### config.mk
export PLATFORM = sky130hd
export DESIGN_NAME = rsh_seq_flat
export DESIGN_NICKNAME = d
export VERILOG_FILES = /design/src/hw/rtl/rsh_pkg.sv /design/src/hw/rtl/rsh_out_if.sv /design/src/hw/rtl/rsh_seq.sv /design/src/flat_wrapper.sv
export SDC_FILE = /design/constraint.sdc
export NUM_CORES = 1
export LEC_CHECK = 0
export BUFFER_PORTS_ARGS = -buffer_cell sky130_fd_sc_hd__buf_2
export CAP_MARGIN = 5
export CORE_MARGIN = 4
export CORE_UTILIZATION = 52
export DETAILED_ROUTE_END_ITERATION = 8
export PLACE_DENSITY_LB_ADDON = 0.12
export SLEW_MARGIN = 20
export SYNTH_ARGS = -nofsm -noshare
export SYNTH_HDL_FRONTEND = slang
export SYNTH_SLANG_ARGS = --single-unit
### constraint.sdc
create_clock -name clk -period 3.6 [get_ports clk]
set_clock_uncertainty 0.1 [all_clocks]
set_input_delay 0.36 -clock clk [delete_from_list [all_inputs] [get_ports clk]]
set_output_delay 0.36 -clock clk [all_outputs]
set_load 0.005 [all_outputs]
### src/hw/rtl/rsh_pkg.sv
// Shared types, constants and the per-channel sharpen function of the RGB cross sharpener.
// Used by every other file of the block except rsh_ram; depends on nothing.
`default_nettype none

package rsh_pkg;

    // Field and register widths.
    localparam int CH_BITS         = 8;
    localparam int PIX_BITS        = 3 * CH_BITS;
    localparam int LINE_WORD_BITS  = 2 * PIX_BITS;
    localparam int ROW_BITS        = 16;
    localparam int COL_BITS        = 10;
    localparam int WIDTH_REG_BITS  = 11;
    localparam int HEIGHT_REG_BITS = 16;
    localparam int CFG_DATA_BITS   = 16;
    localparam int CFG_INDEX_BITS  = 1;
    localparam int CMP_BITS        = 17;

    // Sizes and reset values.
    localparam int MAX_WIDTH_DEFAULT = 1024;
    localparam int MIN_SIZE          = 3;
    localparam int CENTER_GAIN       = 5;
    localparam logic [WIDTH_REG_BITS-1:0]  WIDTH_RESET  = WIDTH_REG_BITS'(1024);
    localparam logic [HEIGHT_REG_BITS-1:0] HEIGHT_RESET = HEIGHT_REG_BITS'(768);

    // Configuration register indexes.
    typedef enum logic [CFG_INDEX_BITS-1:0] {
        REG_IMAGE_WIDTH  = 1'b0,
        REG_IMAGE_HEIGHT = 1'b1
    } cfg_reg_t;

    // Offset of an emitted position relative to the interior pixel.
    typedef enum logic [1:0] {
        POS_LOW  = 2'd0,
        POS_MID  = 2'd1,
        POS_HIGH = 2'd2
    } pos_t;

    // Which frame borders the interior pixel also covers.
    typedef struct packed {
        logic top;
        logic bottom;
        logic left;
        logic right;
    } border_t;

    // One computed interior pixel handed to the result sequencer.
    typedef struct packed {
        logic [ROW_BITS-1:0] row;
        logic [COL_BITS-1:0] col;
        logic [PIX_BITS-1:0] pix;
        border_t             border;
    } job_t;

    // Five times the center minus the four neighbors, clamped to the channel range.
    function automatic logic [CH_BITS-1:0] sharpen_channel(
        input logic [CH_BITS-1:0] ctr,
        input logic [CH_BITS-1:0] up,
        input logic [CH_BITS-1:0] dn,
        input logic [CH_BITS-1:0] lf,
        input logic [CH_BITS-1:0] rt
    );
        logic signed [CH_BITS+3:0] v;
        v = (CH_BITS+4)'(ctr) * (CH_BITS+4)'(CENTER_GAIN) - (CH_BITS+4)'(up)
            - (CH_BITS+4)'(dn) - (CH_BITS+4)'(lf) - (CH_BITS+4)'(rt);
        if (v < 0)
            return '0;
        else if (v > $signed((CH_BITS+4)'({CH_BITS{1'b1}})))
            return '1;
        else
            return v[CH_BITS-1:0];
    endfunction

    // Sharpen all three channels of a packed red, green, blue pixel.
    function automatic logic [PIX_BITS-1:0] sharpen_pixel(
        input logic [PIX_BITS-1:0] ctr,
        input logic [PIX_BITS-1:0] up,
        input logic [PIX_BITS-1:0] dn,
        input logic [PIX_BITS-1:0] lf,
        input logic [PIX_BITS-1:0] rt
    );
        logic [PIX_BITS-1:0] res;
        res = '0;
        for (int k = 0; k < 3; k++)
        begin
            res[k*CH_BITS +: CH_BITS] = sharpen_channel(ctr[k*CH_BITS +: CH_BITS],
                up[k*CH_BITS +: CH_BITS], dn[k*CH_BITS +: CH_BITS],
                lf[k*CH_BITS +: CH_BITS], rt[k*CH_BITS +: CH_BITS]);
        end
        return res;
    endfunction

endpackage

`default_nettype wire

### src/hw/rtl/rsh_out_if.sv
// Result channel: valid, ready, position, sharpened pixel and last-of-item flag.
// Depends on rsh_pkg for the field widths.
`default_nettype none

interface rsh_out_if;
    logic                          valid;
    logic                          ready;
    logic [rsh_pkg::ROW_BITS-1:0]  out_row;
    logic [rsh_pkg::COL_BITS-1:0]  out_col;
    logic [rsh_pkg::CH_BITS-1:0]   out_red;
    logic [rsh_pkg::CH_BITS-1:0]   out_green;
    logic [rsh_pkg::CH_BITS-1:0]   out_blue;
    logic                          run_last;

    modport source (output valid, output out_row, output out_col, output out_red,
                    output out_green, output out_blue, output run_last, input ready);
    modport sink   (input valid, input out_row, input out_col, input out_red,
                    input out_green, input out_blue, input run_last, output ready);
endinterface

`default_nettype wire

### src/hw/rtl/rsh_seq.sv
// Result register and sequencer: emits one interior pixel and its border copies in raster order.
// Depends on rsh_pkg and rsh_out_if.
`default_nettype none

module rsh_seq (
    input  wire logic           clk,
    input  wire logic           rst_n,
    input  wire logic           job_valid,
    output      logic           job_ready,
    input  wire rsh_pkg::job_t  job,
    rsh_out_if.source           out_ch
);

    localparam int RB = rsh_pkg::ROW_BITS;
    localparam int CB = rsh_pkg::COL_BITS;
    localparam int CH = rsh_pkg::CH_BITS;

    logic                 s2_valid_reg, s2_valid_next;
    rsh_pkg::job_t        job_reg;
    rsh_pkg::pos_t        dr_reg, dr_next;
    rsh_pkg::pos_t        dc_reg, dc_next;
    rsh_pkg::pos_t        first_dc_held;
    logic                 col_last, row_last, last;
    logic                 out_acc, load;
    logic [RB-1:0]        row_pos;
    logic [CB-1:0]        col_pos;

    assign first_dc_held = job_reg.border.left ? rsh_pkg::POS_LOW : rsh_pkg::POS_MID;

    // End of a row of the block and end of the whole block.
    assign col_last = (dc_reg == rsh_pkg::POS_HIGH) ||
                      (dc_reg == rsh_pkg::POS_MID && !job_reg.border.right);
    assign row_last = (dr_reg == rsh_pkg::POS_HIGH) ||
                      (dr_reg == rsh_pkg::POS_MID && !job_reg.border.bottom);
    assign last     = col_last && row_last;

    assign out_acc   = out_ch.valid && out_ch.ready;
    assign job_ready = !s2_valid_reg || (out_ch.ready && last);
    assign load      = job_valid && job_ready;

    // Next position in the block.
    always_comb
    begin
        s2_valid_next = s2_valid_reg;
        dr_next       = dr_reg;
        dc_next       = dc_reg;
        if (load)
        begin
            s2_valid_next = 1'b1;
            dr_next       = job.border.top ? rsh_pkg::POS_LOW : rsh_pkg::POS_MID;
            dc_next       = job.border.left ? rsh_pkg::POS_LOW : rsh_pkg::POS_MID;
        end
        else if (out_acc)
        begin
            if (last)
            begin
                s2_valid_next = 1'b0;
            end
            else if (col_last)
            begin
                dc_next = first_dc_held;
                dr_next = (dr_reg == rsh_pkg::POS_LOW) ? rsh_pkg::POS_MID : rsh_pkg::POS_HIGH;
            end
            else
            begin
                dc_next = (dc_reg == rsh_pkg::POS_LOW) ? rsh_pkg::POS_MID : rsh_pkg::POS_HIGH;
            end
        end
    end

    always_ff @(posedge clk or negedge rst_n)
    begin
        if (!rst_n)
        begin
            s2_valid_reg <= 1'b0;
            dr_reg       <= rsh_pkg::POS_MID;
            dc_reg       <= rsh_pkg::POS_MID;
        end
        else
        begin
            s2_valid_reg <= s2_valid_next;
            dr_reg       <= dr_next;
            dc_reg       <= dc_next;
        end
    end

    always_ff @(posedge clk)
    begin
        if (load)
            job_reg <= job;
    end

    // Position decode: one less, same, or one more than the interior pixel.
    always_comb
    begin
        unique case (dr_reg)
            rsh_pkg::POS_LOW:  row_pos = job_reg.row - RB'(1);
            rsh_pkg::POS_MID:  row_pos = job_reg.row;
            rsh_pkg::POS_HIGH: row_pos = job_reg.row + RB'(1);
            default:           row_pos = job_reg.row;
        endcase
        unique case (dc_reg)
            rsh_pkg::POS_LOW:  col_pos = job_reg.col - CB'(1);
            rsh_pkg::POS_MID:  col_pos = job_reg.col;
            rsh_pkg::POS_HIGH: col_pos = job_reg.col + CB'(1);
            default:           col_pos = job_reg.col;
        endcase
    end

    assign out_ch.valid     = s2_valid_reg;
    assign out_ch.out_row   = row_pos;
    assign out_ch.out_col   = col_pos;
    assign out_ch.out_red   = job_reg.pix[3*CH-1:2*CH];
    assign out_ch.out_green = job_reg.pix[2*CH-1:CH];
    assign out_ch.out_blue  = job_reg.pix[CH-1:0];
    assign out_ch.run_last  = last;

endmodule

`default_nettype wire

### src/flat_wrapper.sv
// flat-port wrapper written by rule: the top's interface ports become plain ports
module rsh_seq_flat 
  (clk, rst_n, job_valid, job_ready, job, out_ch_valid, out_ch_out_row, out_ch_out_col, out_ch_out_red, out_ch_out_green, out_ch_out_blue, out_ch_run_last, out_ch_ready);
  rsh_out_if out_ch_i ();
  input  wire logic clk;
  input  wire logic rst_n;
  input  wire logic job_valid;
  output      logic job_ready;
  input  wire rsh_pkg::job_t job;
  output wire logic [$bits(out_ch_i.valid)-1:0] out_ch_valid;
  output wire logic [$bits(out_ch_i.out_row)-1:0] out_ch_out_row;
  output wire logic [$bits(out_ch_i.out_col)-1:0] out_ch_out_col;
  output wire logic [$bits(out_ch_i.out_red)-1:0] out_ch_out_red;
  output wire logic [$bits(out_ch_i.out_green)-1:0] out_ch_out_green;
  output wire logic [$bits(out_ch_i.out_blue)-1:0] out_ch_out_blue;
  output wire logic [$bits(out_ch_i.run_last)-1:0] out_ch_run_last;
  input wire logic [$bits(out_ch_i.ready)-1:0] out_ch_ready;
  assign out_ch_valid = out_ch_i.valid;
  assign out_ch_out_row = out_ch_i.out_row;
  assign out_ch_out_col = out_ch_i.out_col;
  assign out_ch_out_red = out_ch_i.out_red;
  assign out_ch_out_green = out_ch_i.out_green;
  assign out_ch_out_blue = out_ch_i.out_blue;
  assign out_ch_run_last = out_ch_i.run_last;
  assign out_ch_i.ready = out_ch_ready;
  rsh_seq u_core (.clk(clk), .rst_n(rst_n), .job_valid(job_valid), .job_ready(job_ready), .job(job), .out_ch(out_ch_i));
endmodule
==> flow_summary.toml <==
[detailed_routing]
met1Wirelength_um = 3400
wl_per_cell_um = 14.5
wl_met2_um = 3640
drt-vias-per-instance = 5.22
ant_nets = 0
route.detailed.drc = 0
finalWirelength_um = 7830
maxUsedRoutingLayer = "met4"
dr.pass1.iters = 4
wl_met3_um = 667
vias = 2814
drtIter0Drc = 132

[clock_tree]
cts_buffer_depth = 2
cts.clk_slew.worst_paths_ps = 70
numCtsBuffers = 9
tritoncts = "built"
cts_root_buf = "clkbuf_8"
htree_levels = 3
clk_latency_ps = 330
numClockSinks = 58

[timing]
timing.fmax_mhz = 285
tightest_slew_ps = 467
holdWs_ps = 97.5
hold_viol = 0
setup_violations = 0
period_share_pct = 97.5
max_slew_margin_pct = 68.9
rsz0062_at_grt = "true"
fin_crit_ps = 3510
slew_viol_final = 0
setup_slack_ps = 90.3

[pwr]
power_density_mw_per_mm2 = 820
total_leakage_power_uw = 0.00182
peakVddDrop_uv = 401
finalPower_uw = 3560

[global_routing]
grt-ovfl-total = 0
grt_max_degree = 42
antenna_found_initial = 0
grt_usage_pct = 19.1
grt_pass1_vias = 2820
grt_pass1_wl_um = 12900

[die]
core-area_mm2 = 0.00679
row_count = 30
chipWidth_um = 91.5
die_area_mm2 = 0.00837
start_util_pct = 53.4
io_pins = 111
die-height_um = 91.5

[flow_run]
drv_cap = 0

[setup_path]
path_cells = "nor2b_4, buf_12, xnor2_1, ha_1, o31ai_1, a211oi_1, o211ai_1, nand2_1, mux2_1, o41ai_2, buf_2"
cp.arrival_ps = 3050
end_kind = "output pin"
crit_path_start_kind = "register"
required_ps = 3140
slowest_stage = "dfstp_2"
slowest_delay_ps = 550
crit_fanout = 7
startpoint = "u_core.dr_reg[0]"
r2r_start = "u_core.dr_reg[0]"
worstSetupPathType = "register to output pin"

[place]
gp_congestion = 0.861
portBuffers = 110
dp_hpwl_um = 5880
post-place-ws_ps = 408

[finish]
antennaDiodeCount = 0
layout-drive-gt1-share_pct = 31.8
layout.nets = 520
largest_reg_flops = 29
syn_to_final_growth_pct = 19.8
final_util_pct = 63.9

[synthesis]
synth_area_mm2 = 0.00362
ys_warn_count = 0
avgSynthCellArea_um2 = 10.4
netlist-cell-type-count = 54
synth-edff-count = 53
synthCells = 347
syn-num-nets = 429
synth.ff_latch_count = 58
synth-main-ff-cell = "edfxtp_1"
async_flop_share_pct = 8.62
ys_seq_area_share_pct = 47.4

[status]
status = "finished, final reports clean"

[hold_path]
holdCritStartpoint = "job[36]"
hp-class = "input port to register"
[critical path: cells and delay by family (launching register included)]
family | cells | cell delay, ps
AO/OA/AOI/OAI | 4 | 930
flip-flops | 1 | 550
multiplexers | 1 | 360
buffers and inverters | 2 | 290
adder cells (fa/ha/maj) | 1 | 240
AND/OR/NAND/NOR | 2 | 230
XOR/XNOR | 1 | 120
[where the power goes]
| part | internal [uW] | switching [uW] |
|---|---|---|
| clock | 382 | 251 |
| sequential | 864 | 62.4 |
| combinational | 880 | 1120 |
[metrics by stage]
stage	TNS [ps]	cells	instance area, um2
2_1_floorplan	0	347	3620
3_3_place_gp	0	520	4090
3_5_place_dp	0	520	4090
4_1_cts	0	537	4310
5_1_grt	-95.6	539	4340
6_report	0	539	4340
[layer usage]
layer  vias to the layer above  global-route usage [%]
li1                       1445                       -
met1                      1275                    23.6
met2                        83                    30.0
met3                        11                    7.46
met4                         0                    7.04
met5                         -                       0
[timing repair]
| action | in CTS | in global routing |
|---|---|---|
| resized for setup | 0 | 1 |
| setup buffers | 0 | 2 |
| endpoints found under the hold margin | 5 | 0 |
| endpoints found under the setup margin | 0 | 5 |
| hold buffers | 1 | 0 |
[area by class of cell]
type                    count  area (um2)
clock buffers               9         124
fillers                   577        2450
repair buffers            117         631
flip-flops and latches     58        1720
well taps                  96         120
clock inverters             7        83.8
multi-input cells         242        1630
inverters                  10        37.5
[worst paths after layout]
kind	cells past startpoint	slack (ps)	endpoint
worst max-delay path	11	90	out_ch_out_row[12]
worst min register to register	2	520	u_core.dc_reg[1]
max in group asynchronous	2	2920	u_core.dr_reg[0]
worst min-delay path	1	100	u_core.job_reg[36]
worst max register to register	8	810	u_core.dr_reg[0]
min in group asynchronous	2	260	u_core.dc_reg[1]
[synth_stat cells, drive strengths merged (2+ instances only)]
cell type | number | area share, %
mux2 | 3 | 0.93
o21ai | 22 | 3.0
a21oi | 26 | 3.6
and4 | 2 | 0.48
ha | 23 | 7.9
edfxtp | 53 | 44
inv | 10 | 1.0
xor2 | 9 | 2.2
dfstp | 2 | 1.4
buf | 30 | 6.0
nand2 | 37 | 3.8
clkbuf | 7 | 0.73
a211oi | 7 | 1.4
nor3b | 4 | 0.83
nand3 | 6 | 0.83
mux2i | 2 | 0.55
nand2b | 5 | 0.86
dfrtp | 3 | 2.1
nor3 | 10 | 1.4
and2 | 3 | 0.52
xnor2 | 6 | 1.4
a21o | 4 | 0.83
nor2 | 19 | 2.0
or3 | 2 | 0.35
nor2b | 5 | 1.1
o21a | 14 | 2.9
nand4 | 3 | 0.52
o211ai | 2 | 0.41
o21bai | 3 | 0.62
o31ai | 8 | 1.7
[layout by cell type (no fill, tap or decap), types with 10 or more instances in the layout]
cell,count
buf_2,110
edfxtp_1,53
nand2_1,37
a21oi_1,26
ha_1,23
o21ai_0,20
nor2_1,19
o21a_1,14
nor3_1,10
[cell families (layout without fill, tap and decap cells)]
family                   after synthesis  in the layout  share of synthesized area, %
multiplexers                           5              5                          1.48
XOR/XNOR                              15             15                          3.62
AND/OR/NAND/NOR                       98             98                          13.1
AO/OA/AOI/OAI                        100            100                          18.1
adder cells (fa/ha/maj)               24             24                          8.49
buffers and inverters                 47            143                          7.80
flip-flops                            58             58                          47.4
Note: power is estimated with default switching activity, not from simulation.
